--- src/rtl/cursor_sprite_run_rectangles_defines.svh ---
`ifndef CURSOR_SPRITE_RUN_RECTANGLES_DEFINES_SVH
`define CURSOR_SPRITE_RUN_RECTANGLES_DEFINES_SVH

// same-cycle implication
`define CSPR_ASSERT_NOW(label, ante, cons, msg) \
   label: assert property (@(posedge clock) disable iff (reset) (ante) |-> (cons)) \
      else $error(msg);

// next-cycle implication
`define CSPR_ASSERT_NEXT(label, ante, cons, msg) \
   label: assert property (@(posedge clock) disable iff (reset) (ante) |=> (cons)) \
      else $error(msg);

`endif

--- src/rtl/cspr_pkg.sv ---
package cspr_pkg;

   localparam int RUN_COUNT = 52;
   localparam int RUN_IDX_W = 6;
   localparam int FRAME_LIMIT = 4096;

   typedef logic signed [12:0] coord_type;
   typedef logic signed [13:0] base_type;
   typedef logic signed [14:0] geo_type;
   typedef logic [12:0] frame_type;
   typedef logic [4:0] scale_type;
   typedef logic [8:0] prod_type;
   typedef logic [11:0] pos_type;
   typedef logic [12:0] size_type;
   typedef logic [RUN_IDX_W-1:0] run_idx_type;

   typedef enum logic [1:0] {
      CSR_FRAME_WIDTH  = 2'd0,
      CSR_FRAME_HEIGHT = 2'd1,
      CSR_CELL_SCALE   = 2'd2
   } csr_index_type;

   typedef enum logic {
      SEQ_IDLE = 1'b0,
      SEQ_RUN  = 1'b1
   } seq_state_type;

   typedef struct packed {
      logic [4:0] row;
      logic [3:0] col;
      logic [3:0] len;
      logic       color;
   } run_type;

   // dark outline runs, then light fill runs, in row order
   localparam run_type RUN_TABLE [RUN_COUNT] = '{
      '{5'd0,  4'd0, 4'd1, 1'b0}, '{5'd1,  4'd0, 4'd2, 1'b0},
      '{5'd2,  4'd0, 4'd1, 1'b0}, '{5'd2,  4'd2, 4'd1, 1'b0},
      '{5'd3,  4'd0, 4'd1, 1'b0}, '{5'd3,  4'd3, 4'd1, 1'b0},
      '{5'd4,  4'd0, 4'd1, 1'b0}, '{5'd4,  4'd4, 4'd1, 1'b0},
      '{5'd5,  4'd0, 4'd1, 1'b0}, '{5'd5,  4'd5, 4'd1, 1'b0},
      '{5'd6,  4'd0, 4'd1, 1'b0}, '{5'd6,  4'd6, 4'd1, 1'b0},
      '{5'd7,  4'd0, 4'd1, 1'b0}, '{5'd7,  4'd7, 4'd1, 1'b0},
      '{5'd8,  4'd0, 4'd1, 1'b0}, '{5'd8,  4'd8, 4'd1, 1'b0},
      '{5'd9,  4'd0, 4'd1, 1'b0}, '{5'd9,  4'd9, 4'd1, 1'b0},
      '{5'd10, 4'd0, 4'd1, 1'b0}, '{5'd10, 4'd6, 4'd5, 1'b0},
      '{5'd11, 4'd0, 4'd1, 1'b0}, '{5'd11, 4'd3, 4'd1, 1'b0},
      '{5'd11, 4'd6, 4'd1, 1'b0},
      '{5'd12, 4'd0, 4'd1, 1'b0}, '{5'd12, 4'd2, 4'd1, 1'b0},
      '{5'd12, 4'd4, 4'd1, 1'b0}, '{5'd12, 4'd7, 4'd1, 1'b0},
      '{5'd13, 4'd0, 4'd2, 1'b0}, '{5'd13, 4'd4, 4'd1, 1'b0},
      '{5'd13, 4'd7, 4'd1, 1'b0},
      '{5'd14, 4'd0, 4'd1, 1'b0}, '{5'd14, 4'd5, 4'd1, 1'b0},
      '{5'd14, 4'd8, 4'd1, 1'b0},
      '{5'd15, 4'd5, 4'd1, 1'b0}, '{5'd15, 4'd8, 4'd1, 1'b0},
      '{5'd16, 4'd6, 4'd2, 1'b0},
      '{5'd2,  4'd1, 4'd1, 1'b1}, '{5'd3,  4'd1, 4'd2, 1'b1},
      '{5'd4,  4'd1, 4'd3, 1'b1}, '{5'd5,  4'd1, 4'd4, 1'b1},
      '{5'd6,  4'd1, 4'd5, 1'b1}, '{5'd7,  4'd1, 4'd6, 1'b1},
      '{5'd8,  4'd1, 4'd7, 1'b1}, '{5'd9,  4'd1, 4'd8, 1'b1},
      '{5'd10, 4'd1, 4'd5, 1'b1},
      '{5'd11, 4'd1, 4'd2, 1'b1}, '{5'd11, 4'd4, 4'd2, 1'b1},
      '{5'd12, 4'd1, 4'd1, 1'b1}, '{5'd12, 4'd5, 4'd2, 1'b1},
      '{5'd13, 4'd5, 4'd2, 1'b1}, '{5'd14, 4'd6, 4'd2, 1'b1},
      '{5'd15, 4'd6, 4'd2, 1'b1}
   };

   typedef struct packed {
      logic        valid;
      logic        last_run;
      run_idx_type idx;
      coord_type   x;
      base_type    base;
   } issue_type;

   typedef struct packed {
      logic     valid;
      logic     last_run;
      logic     keep;
      logic     color;
      pos_type  x;
      pos_type  y;
      size_type w;
      size_type h;
   } rect_type;

   function automatic frame_type frame_clamp(input frame_type dim);
      frame_type lim;
      lim = frame_type'(FRAME_LIMIT);
      return (dim > lim) ? lim : dim;
   endfunction

endpackage

--- src/rtl/cursor_sprite_run_rectangles.sv ---
// path: a drawn request's first rectangle passes the sequencer, the table read, placement and
// clipping stages and a hold slot, where it waits for the next surviving run or the walk's end,
// then the output register; throughput: at most one rectangle per cycle, none under rsp_stall;
// a drawn request keeps req_stall high while the 52 run table entries issue, one per cycle unless
// rsp_stall holds them, the next after the walk ends; a request drawing nothing keeps it low
// reset: synchronous, active high; clears the pipeline and sets width 0, height 0, scale 1
`include "cursor_sprite_run_rectangles_defines.svh"

module cursor_sprite_run_rectangles (
   input  logic                 clock,
   input  logic                 reset,
   input  logic                 req_valid,
   output logic                 req_stall,
   input  cspr_pkg::coord_type  req_hot_x,
   input  cspr_pkg::coord_type  req_hot_y,
   input  logic                 req_shown,
   output logic                 rsp_valid,
   input  logic                 rsp_stall,
   output cspr_pkg::pos_type    rsp_rect_x,
   output cspr_pkg::pos_type    rsp_rect_y,
   output cspr_pkg::size_type   rsp_rect_w,
   output cspr_pkg::size_type   rsp_rect_h,
   output logic                 rsp_fill_color,
   output logic                 rsp_last,
   input  logic                 csr_valid,
   output logic                 csr_ready,
   input  logic [1:0]           csr_index,
   input  logic [12:0]          csr_data
);

   cspr_pkg::frame_type frame_width_ff, frame_width_in;
   cspr_pkg::frame_type frame_height_ff, frame_height_in;
   cspr_pkg::scale_type cell_scale_ff, cell_scale_in;
   cspr_pkg::issue_type issue;
   cspr_pkg::rect_type  rect;
   logic                advance;
   logic                draw_accept;
   logic                rect_empty;
   logic                idx_past_end;

   assign csr_ready = 1'b1;

   always_comb begin
      frame_width_in  = frame_width_ff;
      frame_height_in = frame_height_ff;
      cell_scale_in   = cell_scale_ff;
      if (csr_valid && csr_ready) begin
         unique case (csr_index)
            cspr_pkg::CSR_FRAME_WIDTH:  frame_width_in  = csr_data;
            cspr_pkg::CSR_FRAME_HEIGHT: frame_height_in = csr_data;
            cspr_pkg::CSR_CELL_SCALE:   cell_scale_in   = csr_data[4:0];
            default: ;
         endcase
      end
   end

   always_ff @(posedge clock) begin
      if (reset) begin
         frame_width_ff  <= '0;
         frame_height_ff <= '0;
         cell_scale_ff   <= cspr_pkg::scale_type'(1);
      end else begin
         frame_width_ff  <= frame_width_in;
         frame_height_ff <= frame_height_in;
         cell_scale_ff   <= cell_scale_in;
      end
   end

   cspr_sequencer u_sequencer (
      .clock        (clock),
      .reset        (reset),
      .req_valid    (req_valid),
      .req_stall    (req_stall),
      .req_hot_x    (req_hot_x),
      .req_hot_y    (req_hot_y),
      .req_shown    (req_shown),
      .frame_width  (frame_width_ff),
      .frame_height (frame_height_ff),
      .advance      (advance),
      .issue        (issue)
   );

   cspr_geometry u_geometry (
      .clock        (clock),
      .reset        (reset),
      .advance      (advance),
      .issue        (issue),
      .frame_width  (frame_width_ff),
      .frame_height (frame_height_ff),
      .cell_scale   (cell_scale_ff),
      .rect         (rect)
   );

   cspr_output u_output (
      .clock          (clock),
      .reset          (reset),
      .rect           (rect),
      .advance        (advance),
      .rsp_valid      (rsp_valid),
      .rsp_stall      (rsp_stall),
      .rsp_rect_x     (rsp_rect_x),
      .rsp_rect_y     (rsp_rect_y),
      .rsp_rect_w     (rsp_rect_w),
      .rsp_rect_h     (rsp_rect_h),
      .rsp_fill_color (rsp_fill_color),
      .rsp_last       (rsp_last)
   );

   assign draw_accept  = req_valid && !req_stall && req_shown
                         && frame_width_ff != '0 && frame_height_ff != '0;
   assign rect_empty   = (rsp_rect_w == '0) || (rsp_rect_h == '0);
   assign idx_past_end = (issue.idx >= cspr_pkg::run_idx_type'(cspr_pkg::RUN_COUNT));

   `CSPR_ASSERT_NEXT(a_draw_holds_input, draw_accept, req_stall, "drawn request not held")
   `CSPR_ASSERT_NOW(a_rect_not_empty, rsp_valid, !rect_empty, "empty rectangle on rsp")
   `CSPR_ASSERT_NOW(a_issue_in_range, issue.valid, !idx_past_end, "run index past table end")

endmodule

--- src/rtl/cspr_sequencer.sv ---
module cspr_sequencer (
   input  logic                  clock,
   input  logic                  reset,
   input  logic                  req_valid,
   output logic                  req_stall,
   input  cspr_pkg::coord_type   req_hot_x,
   input  cspr_pkg::coord_type   req_hot_y,
   input  logic                  req_shown,
   input  cspr_pkg::frame_type   frame_width,
   input  cspr_pkg::frame_type   frame_height,
   input  logic                  advance,
   output cspr_pkg::issue_type   issue
);

   cspr_pkg::seq_state_type state_ff, state_in;
   cspr_pkg::run_idx_type   idx_ff, idx_in;
   cspr_pkg::coord_type     x_ff, x_in;
   cspr_pkg::base_type      base_ff, base_in;
   cspr_pkg::frame_type     h_lim;
   logic                    accept;
   logic                    draw;
   logic                    at_end;

   assign h_lim  = cspr_pkg::frame_clamp(frame_height);
   assign draw   = req_shown && (frame_width != '0) && (frame_height != '0);
   assign accept = req_valid && !req_stall;
   assign at_end = (idx_ff == cspr_pkg::run_idx_type'(cspr_pkg::RUN_COUNT - 1));

   always_comb begin
      state_in = state_ff;
      unique case (state_ff)
         cspr_pkg::SEQ_IDLE: begin
            if (accept && draw) state_in = cspr_pkg::SEQ_RUN;
         end
         cspr_pkg::SEQ_RUN: begin
            if (advance && at_end) state_in = cspr_pkg::SEQ_IDLE;
         end
         default: state_in = cspr_pkg::SEQ_IDLE;
      endcase
   end

   always_comb begin
      req_stall      = (state_ff == cspr_pkg::SEQ_RUN);
      issue.valid    = (state_ff == cspr_pkg::SEQ_RUN);
      issue.last_run = at_end;
      issue.idx      = idx_ff;
      issue.x        = x_ff;
      issue.base     = base_ff;
   end

   always_comb begin
      idx_in  = idx_ff;
      x_in    = x_ff;
      base_in = base_ff;
      if (accept && draw) begin
         idx_in  = '0;
         x_in    = req_hot_x;
         base_in = $signed({1'b0, h_lim}) - $signed({req_hot_y[12], req_hot_y})
                   - 14'sd1;
      end else if (state_ff == cspr_pkg::SEQ_RUN && advance && !at_end) begin
         idx_in = idx_ff + cspr_pkg::run_idx_type'(1);
      end
   end

   always_ff @(posedge clock) begin
      if (reset) begin
         state_ff <= cspr_pkg::SEQ_IDLE;
         idx_ff   <= '0;
         x_ff     <= '0;
         base_ff  <= '0;
      end else begin
         state_ff <= state_in;
         idx_ff   <= idx_in;
         x_ff     <= x_in;
         base_ff  <= base_in;
      end
   end

endmodule

--- src/rtl/cspr_geometry.sv ---
module cspr_geometry (
   input  logic                 clock,
   input  logic                 reset,
   input  logic                 advance,
   input  cspr_pkg::issue_type  issue,
   input  cspr_pkg::frame_type  frame_width,
   input  cspr_pkg::frame_type  frame_height,
   input  cspr_pkg::scale_type  cell_scale,
   output cspr_pkg::rect_type   rect
);

   // stage 1: table read and products
   cspr_pkg::run_type   run;
   logic                v1_ff, last1_ff, color1_ff;
   cspr_pkg::coord_type x1_ff;
   cspr_pkg::base_type  base1_ff;
   cspr_pkg::prod_type  bs1_ff, ls1_ff, rs1_ff;
   cspr_pkg::prod_type  bs_in, ls_in, rs_in;

   // stage 2: placement
   logic                v2_ff, last2_ff, color2_ff;
   cspr_pkg::geo_type   xs2_ff, xe2_ff, ys2_ff, ye2_ff;
   cspr_pkg::geo_type   xs_in, xe_in, ys_in, ye_in;

   // stage 3: clipping
   logic                v3_ff, last3_ff, color3_ff, keep3_ff;
   cspr_pkg::pos_type   rx3_ff, ry3_ff;
   cspr_pkg::size_type  rw3_ff, rh3_ff;
   cspr_pkg::geo_type   wl, hl, x0, y0, xc, yc;
   logic                keep_in;

   assign run   = cspr_pkg::RUN_TABLE[issue.idx];
   assign bs_in = cspr_pkg::prod_type'(run.col) * cspr_pkg::prod_type'(cell_scale);
   assign ls_in = cspr_pkg::prod_type'(run.len) * cspr_pkg::prod_type'(cell_scale);
   assign rs_in = cspr_pkg::prod_type'(run.row) * cspr_pkg::prod_type'(cell_scale);

   assign xs_in = cspr_pkg::geo_type'(x1_ff) + cspr_pkg::geo_type'(bs1_ff);
   assign xe_in = xs_in + cspr_pkg::geo_type'(ls1_ff);
   assign ys_in = cspr_pkg::geo_type'(base1_ff) - cspr_pkg::geo_type'(rs1_ff);
   assign ye_in = ys_in + cspr_pkg::geo_type'(cell_scale);

   assign wl      = cspr_pkg::geo_type'(cspr_pkg::frame_clamp(frame_width));
   assign hl      = cspr_pkg::geo_type'(cspr_pkg::frame_clamp(frame_height));
   assign x0      = xs2_ff[14] ? '0 : xs2_ff;
   assign y0      = ys2_ff[14] ? '0 : ys2_ff;
   assign xc      = (xe2_ff > wl) ? wl : xe2_ff;
   assign yc      = (ye2_ff > hl) ? hl : ye2_ff;
   assign keep_in = (xc > x0) && (yc > y0);

   always_ff @(posedge clock) begin
      if (reset) begin
         v1_ff <= 1'b0;
         v2_ff <= 1'b0;
         v3_ff <= 1'b0;
      end else if (advance) begin
         v1_ff <= issue.valid;
         v2_ff <= v1_ff;
         v3_ff <= v2_ff;
      end
   end

   always_ff @(posedge clock) begin
      if (advance) begin
         last1_ff  <= issue.last_run;
         color1_ff <= run.color;
         x1_ff     <= issue.x;
         base1_ff  <= issue.base;
         bs1_ff    <= bs_in;
         ls1_ff    <= ls_in;
         rs1_ff    <= rs_in;

         last2_ff  <= last1_ff;
         color2_ff <= color1_ff;
         xs2_ff    <= xs_in;
         xe2_ff    <= xe_in;
         ys2_ff    <= ys_in;
         ye2_ff    <= ye_in;

         last3_ff  <= last2_ff;
         color3_ff <= color2_ff;
         keep3_ff  <= keep_in;
         rx3_ff    <= cspr_pkg::pos_type'(x0);
         ry3_ff    <= cspr_pkg::pos_type'(y0);
         rw3_ff    <= cspr_pkg::size_type'(xc - x0);
         rh3_ff    <= cspr_pkg::size_type'(yc - y0);
      end
   end

   always_comb begin
      rect.valid    = v3_ff;
      rect.last_run = last3_ff;
      rect.keep     = keep3_ff;
      rect.color    = color3_ff;
      rect.x        = rx3_ff;
      rect.y        = ry3_ff;
      rect.w        = rw3_ff;
      rect.h        = rh3_ff;
   end

endmodule

--- src/rtl/cspr_output.sv ---
module cspr_output (
   input  logic                clock,
   input  logic                reset,
   input  cspr_pkg::rect_type  rect,
   output logic                advance,
   output logic                rsp_valid,
   input  logic                rsp_stall,
   output cspr_pkg::pos_type   rsp_rect_x,
   output cspr_pkg::pos_type   rsp_rect_y,
   output cspr_pkg::size_type  rsp_rect_w,
   output cspr_pkg::size_type  rsp_rect_h,
   output logic                rsp_fill_color,
   output logic                rsp_last
);

   // hold one survivor back until the next one or the run end shows up
   logic               hold_v_ff, hold_v_in;
   logic               hold_fin_ff, hold_fin_in;
   cspr_pkg::rect_type hold_ff;
   logic               out_v_ff, out_v_in;
   logic               out_last_ff;
   cspr_pkg::rect_type out_ff;
   logic               take;
   logic               move;

   assign advance = !out_v_ff || !rsp_stall;
   assign take    = rect.valid && rect.keep;
   assign move    = advance && hold_v_ff && (hold_fin_ff || take);

   always_comb begin
      out_v_in    = out_v_ff;
      hold_v_in   = hold_v_ff;
      hold_fin_in = hold_fin_ff;
      if (advance) begin
         out_v_in = move;
         if (take) begin
            hold_v_in   = 1'b1;
            hold_fin_in = rect.last_run;
         end else if (move) begin
            hold_v_in   = 1'b0;
            hold_fin_in = 1'b0;
         end else if (rect.valid && rect.last_run && hold_v_ff) begin
            hold_fin_in = 1'b1;
         end
      end
   end

   always_ff @(posedge clock) begin
      if (reset) begin
         out_v_ff    <= 1'b0;
         hold_v_ff   <= 1'b0;
         hold_fin_ff <= 1'b0;
      end else begin
         out_v_ff    <= out_v_in;
         hold_v_ff   <= hold_v_in;
         hold_fin_ff <= hold_fin_in;
      end
   end

   always_ff @(posedge clock) begin
      if (advance && take) hold_ff <= rect;
      if (move) begin
         out_ff      <= hold_ff;
         out_last_ff <= hold_fin_ff;
      end
   end

   assign rsp_valid      = out_v_ff;
   assign rsp_rect_x     = out_ff.x;
   assign rsp_rect_y     = out_ff.y;
   assign rsp_rect_w     = out_ff.w;
   assign rsp_rect_h     = out_ff.h;
   assign rsp_fill_color = out_ff.color;
   assign rsp_last       = out_last_ff;

endmodule
--- config.mk ---
export PLATFORM = sky130hd
export DESIGN_NAME = cursor_sprite_run_rectangles
export DESIGN_NICKNAME = d
export VERILOG_FILES = /design/src/rtl/cspr_pkg.sv /design/src/rtl/cursor_sprite_run_rectangles.sv /design/src/rtl/cspr_sequencer.sv /design/src/rtl/cspr_geometry.sv /design/src/rtl/cspr_output.sv
export VERILOG_INCLUDE_DIRS = /design/src /design/src/rtl
export SDC_FILE = /design/constraint.sdc
export NUM_CORES = 1
export LEC_CHECK = 0
export BUFFER_PORTS_ARGS = -buffer_cell sky130_fd_sc_hd__buf_2
export CORE_ASPECT_RATIO = 0.9
export CORE_MARGIN = 1.5
export CORE_UTILIZATION = 44
export CTS_CLUSTER_DIAMETER = 50
export CTS_CLUSTER_SIZE = 30
export DETAILED_ROUTE_END_ITERATION = 12
export PLACE_DENSITY = 0.62
export SETUP_SLACK_MARGIN = 0.4
export SYNTH_ARGS = -nofsm -noshare
export SYNTH_HDL_FRONTEND = slang
export SYNTH_SLANG_ARGS = --single-unit
--- constraint.sdc ---
create_clock -name clock -period 8.38 [get_ports clock]
set_input_delay 1.257 -clock clock [delete_from_list [all_inputs] [get_ports clock]]
set_output_delay 1.257 -clock clock [all_outputs]
set_load 0.05 [all_outputs]
# Word-level counts from Yosys, hierarchy flattened
# Memories as Yosys holds them, arrays and structs flattened.
# Index checks and enable logic that the tools add are counted.
[word_totals]
register_bits = 345
romBits = 896
output_inout_bits = 55
n_memories = 1
[op_classes]
add_sub_neg = 9
multipliers = 3
n_lt_le_gt_ge = 7
n_eq_ne = 3
mux = 16
n_bitwise = 2
n_reduce_logical = 31
[memory_table]
columns = ["memory", "words", "word_bits", "read_ports", "rd_ports_with_merged_regs", "wr", "line", "source"]
rows = [
  ["(name not given)", 64, 14, 1, 0, 0, "cspr_geometry.sv:32", "assign run = cspr_pkg::RUN_TABLE[issue.idx];"],
]
[op_table]
columns = ["cell", "n"]
rows = [
  ["$mux 14", 4],
  ["$gt 15x14->1", 2],
  ["$gt 15x15->1", 2],
  ["$mux 15", 2],
  ["$gt 13x13->1 const B", 2],
  ["$mux 13", 2],
  ["$reduce_bool 13->1", 2],
  ["$sub 13x13->13", 2],
  ["$mul 4x5->9", 2],
  ["$add 15x10->15", 1],
  ["$add 15x6->15", 1],
  ["$sub 14x10->15", 1],
  ["$add 13x10->14", 1],
  ["$logic_and 1x1->1", 14],
  ["$sub 14x13->14", 1],
  ["$sub 14x2->14 const B", 1],
  ["$reduce_and 2->1", 5],
  ["$mul 5x5->9", 1],
  ["$ge 7x7->1 const B", 1],
  ["$mux 1", 7],
  ["$not 6->7", 1],
  ["$add 6x1->6 const B", 1],
  ["$eq 6x6->1 const B", 1],
  ["$logic_not 1->1", 4],
  ["other kinds (9)", 10],
]

# Depth between registers and ports, before layout
[depth]
depth_word = 6
depth_mapped = 22

# Hierarchy
# From an unflattened synthesis, not the netlist that was laid out.
[hier_totals]
cells_unflattened = 1642
area_unflattened_um2 = 18680.4
[modules_own_cells]
columns = ["module", "instances", "cells_per_inst", "area_per_inst_um2", "seq_area_each_um2"]
rows = [
  ["cspr_geometry", 1, 1122, 11970.2, 5165.0],
  ["cspr_output", 1, 122, 3238.1, 3153.0],
  ["cspr_sequencer", 1, 276, 2178.3, 680.7],
  ["cursor_sprite_run_rectangles", 1, 122, 1293.7, 620.6],
]

# Worst setup path after synthesis
# OpenSTA, ideal clock, no wires.
[synth_timing]
kind = "input port to flip-flop"
start = "in rsp_stall"
end = "reg u_output.hold_ff[0] (netlist bit) (enable)"
setup_time_ns = 0.489
t_arrival_ns = 6.341
required_time_ns = 7.891
setup_slack_ns = 1.549
stages = 5
path_buffers = 1
path_cell_list = "and2_1 > clkbuf_1 > clkinv_1 > nand2_1 > inv_1"
[synth_between]
elab_chain_len = 3
[synth_rtl]
columns = ["item", "line", "source"]
rows = [
  ["from (decl)", "cursor_sprite_run_rectangles.sv:18", "input logic rsp_stall,"],
  ["$logic_not 1->1", "cspr_output.sv:26", "assign advance = !out_v_ff || !rsp_stall;"],
  ["$logic_or 1x1->1", "cspr_output.sv:26", ""],
  ["via advance", "cursor_sprite_run_rectangles.sv:36", "logic advance;"],
  ["$logic_and 1x1->1", "cspr_output.sv:61", "if (advance && take) hold_ff <= rect;"],
  ["to (signal assigned)", "cspr_output.sv:61", ""],
  ["to (decl)", "cspr_output.sv:19", "cspr_pkg::rect_type hold_ff;"],
]
# The timed path passes the listed nets, and every way through them passes these cells.
# A chain may end at the register's enable or synchronous reset.

# Worst setup path after layout
[layout_timing]
start = "reg u_sequencer.idx_ff[2]"
end = "reg u_geometry.rs1_ff[8] (data pin)"
[layout_between]
elab_chain_len = 5
[layout_rtl]
columns = ["item", "line", "source"]
rows = [
  ["from (decl)", "cspr_sequencer.sv:16", "cspr_pkg::run_idx_type idx_ff, idx_in;"],
  ["from (signal assigned)", "cspr_sequencer.sv:73", "idx_ff <= idx_in;"],
  ["$not 6->7 (implied by the code)", "cspr_geometry.sv:32", ""],
  ["$mem_v2 64x14", "n/a", ""],
  ["$mux 14 (implied by the code) (2 in series)", "cspr_geometry.sv:32", ""],
  ["$mul 5x5->9", "cspr_geometry.sv:35", "assign rs_in = cspr_pkg::prod_type'(run.row) * cspr_pkg::prod_type'(cell_scale);"],
  ["via u_geometry.rs_in[8]", "cspr_geometry.sv:18", "cspr_pkg::prod_type bs_in, ls_in, rs_in;"],
  ["to (signal assigned)", "cspr_geometry.sv:70", "rs1_ff <= rs_in;"],
  ["to (decl)", "cspr_geometry.sv:17", "cspr_pkg::prod_type bs1_ff, ls1_ff, rs1_ff;"],
]
# The timed path passes the listed nets, and every way through them passes these cells. The select of a mux whose other input is x is not followed.

==> impl_metrics.csv <==
group,metric,value,unit
floorplanning,rows,71,
sta,slew_headroom,31.67,%
synth,synth_top_area_share,44.26,%
clock_tree,cts_buffers,34,
final_layout,nets,1964,
status,status,"complete, no violations",
synth,syn_area,18520,µm²
detailed_routing,wl_met3,1778,µm
grt,grt_pass1_wl,60080,µm
grt,grt_max_degree,75,
synth,yosysWarnings,0,
sta,skew,0.04061,ns
synth,syn_area_per_cell,11.26,µm²
worst_setup_path,cp_data_arrival_time,5.77,ns
clock_tree,cts_tree,"built",
sta,setup_violations,0,
place,hpwl,27900,µm
grt,grt_usage,17.51,%
worst_setup_path,required,8.66,ns
floorplanning,core_area,41660,µm²
synth,synth_common_cells,"edfxtp_1 (273), nand2_1 (158), ha_1 (152)",
worst_setup_path,worstRegToRegCells,18,
sta,final.setup.tns,0,ns
worst_setup_path,crit_family,"adder cells",
power,ir_drop,0.1467,mV
synth,synthTopCellsByArea,"edfxtp_1 (44%), ha_1 (10%), dfxtp_1 (7.7%)",
worst_setup_path,crit_buf_inv,2,
sta,fmax,0.1821,GHz
worst_setup_path,cp-end-kind,"register",
grt,grt_pass1_vias,11625,
synth,synth-async-reset-ratio,0,%
detailed_routing,via_per_inst,5.215,
sta,rsz0062_at_grt,"false",
detailed_routing,drt-initial-drc-count,715,
sta,hold_viol_final,0,
detailed_routing,ant_nets,0,
detailed_routing,route.vias.total,12063,
final_layout,drive_gt1_share,12.24,%
sta,fin_crit,5.490,ns
worst_setup_path,crit_type,"reg2reg",
power,p_leak,9.235,nW
run,cap_violations,0,
sta,worstMarginPinSlew,1.024,ns
synth,ys_ff_latch,344,
clock_tree,clock_sinks,344,
detailed_routing,drc,0,
clock_tree,cts.reportedPaths.clkPinSlew,0.09,ns
grt,antenna_found_initial,2,
detailed_routing,top_layer_used,"met4",
worst_setup_path,path_common_cell,"nor2_1",
synth,synthesis.nets,1871,
detailed_routing,first_pass_iters,5,
final_layout,area_growth_syn_to_layout,12.55,%
floorplanning,initial_core_util,44.45,%
place,port_buffers,100,
synth,ys_types,81,
floorplanning,die-width,219.3,µm
clock_tree,cts_root_buf,"clkbuf_16",
synth,synth_top_cell_by_area,"edfxtp_1",
floorplanning,die_area,43330,µm²
hold_path,whs_path_depth,0,
clock_tree,insertion_delay,0.56,ns
clock_tree,ctsResizeCount,0,
worst_setup_path,cp-start-kind,"register",
grt,gr-total-overflow,0,
worst_setup_path,max_stage_delay,0.89,ns
clock_tree,hold_buffers,0,
worst_setup_path,cp_cell_sequence,"clkinv_1 > ha_1 > nor2_1 > a21oi_1 > nor2_1 > a31oi_1 > nand2_1 > fa_1 > fa_1 > fa_1 > inv_1 > ha_1 > a21oi_1 > nor2_1 > nor2_1 > o21bai_1 > a21oi_1 > xnor2_1",
hold_path,hold_class,"reg2reg",
detailed_routing,wl_met2,16220,µm
worst_setup_path,slowest_stage,"dfxtp_1",
place,gp_congestion,0.8747,
clock_tree,clock_path_buffers,3,
worst_setup_path,path_max_fanout,25,
detailed_routing,wl_met1,18460,µm
floorplanning,io_pins,102,
sta,slew_violations,0,
detailed_routing,wl_per_cell,16.11,µm
sta,fin_crit_sh,65.52,%
power,power,4.841,mW
floorplanning,die_h,197.6,µm
clock_tree,cts_max_level,2,
synth,synth.most_common_cell,"edfxtp_1",
synth,synth_edf_count,273,
power,p_per_area,232.2,nW/µm²
worst_setup_path,crit_cells,18,
synth,synth_ff_type,"edfxtp_1",
final_layout,fillCellCount,3690,
clock_tree,post_cts_buffers,0,
detailed_routing,routed_wl,37270,µm
synth,synth_cells,1645,
synth,seq_area_frac_synth,51.94,%
==> worst paths after layout <==
check | from | end | slack (ns)
hold / removal | u_geometry.rw3_ff[2] | u_output.hold_ff[15] | 0.41
setup reg to reg | u_sequencer.idx_ff[2] | u_geometry.rs1_ff[8] | 2.89
hold reg to reg | u_geometry.rw3_ff[2] | u_output.hold_ff[15] | 0.41
setup / recovery | u_sequencer.idx_ff[2] | u_geometry.rs1_ff[8] | 2.89
==> cell usage in the layout, fill, tap and decap left out, drive strengths merged, types with 42 or more instances in the layout <==
master,Yosys,layout
nand2,158,158
o21ai,53,53
xnor2,54,54
buf,14,108
mux2i,42,42
ha,152,152
inv,136,150
nor2,114,114
edfxtp,273,273
a21oi,107,107
dfxtp,71,71
==> stage by stage <==
step	setup WS [ns]	cell area (µm²)	hold WS (ns)	util, %	cells
floorplan	1.549	18520	0.4003	-	1645
global placement	3.021	19570	0.4021	46.98	2249
detailed placement	2.897	19570	0.4045	46.98	2249
CTS	2.884	20840	0.4107	50.02	2311
global route	2.414	20850	0.4143	50.03	2313
finish	2.890	20850	0.4098	50.03	2313
==> flip-flops by register name (all words and copies together) (netlist names), 12 cells and up <==
register	cells
u_sequencer.x_ff	13
u_geometry.ys2_ff	15
frame_width_ff	13
u_geometry.ry3_ff	12
u_output.rsp_rect_y	12
u_geometry.x1_ff	13
u_output.rsp_rect_x	12
u_sequencer.base_ff	14
u_geometry.xe2_ff	15
u_output.hold_ff	51
u_geometry.ye2_ff	15
u_output.rsp_rect_h	13
frame_height_ff	13
u_geometry.rh3_ff	13
u_geometry.base1_ff	14
u_output.rsp_rect_w	13
u_geometry.rx3_ff	12
u_geometry.xs2_ff	14
u_geometry.rw3_ff	13
==> cell families after synthesis <==
family          count (synthesis)  synth area share, %
other cells                     1              0.02025
simple gates                  485                13.00
buf+inv                       189                3.898
xor+xnor                       82                3.878
flops                         344                51.94
fa+ha+maj                     179                13.19
mux                            59                3.364
compound gates                306                10.71
==> per-layer routing <==
| layer | GRT usage, % | vias to the layer above |
|---|---|---|
| met4 | 5.556 | 0 |
| met3 | 2.787 | 55 |
| met5 | 0 | - |
| li1 | - | 6074 |
| met1 | 25.23 | 5681 |
| met2 | 26.97 | 253 |
==> power by group <==
group / total, mW / internal, mW / switching (mW)
Combinational: 1.05 / 0.468 / 0.578
Sequential: 2.14 / 2.07 / 0.0753
Clock: 1.65 / 0.873 / 0.778
==> cell type report <==
class | count | area [µm²] | share of cell area, %
clock inverter | 27 | 390.4 | 1.873
tap | 547 | 684.4 | 3.283
inverter | 138 | 523.0 | 2.509
clock buffer | 35 | 875.8 | 4.202
antenna | 2 | 5.005 | 0.02401
sequential | 344 | 9619 | 46.15
timing repair buffer | 108 | 560.5 | 2.689
multi-input combinational | 1112 | 8187 | 39.27
(Power assumes the default switching activity.)
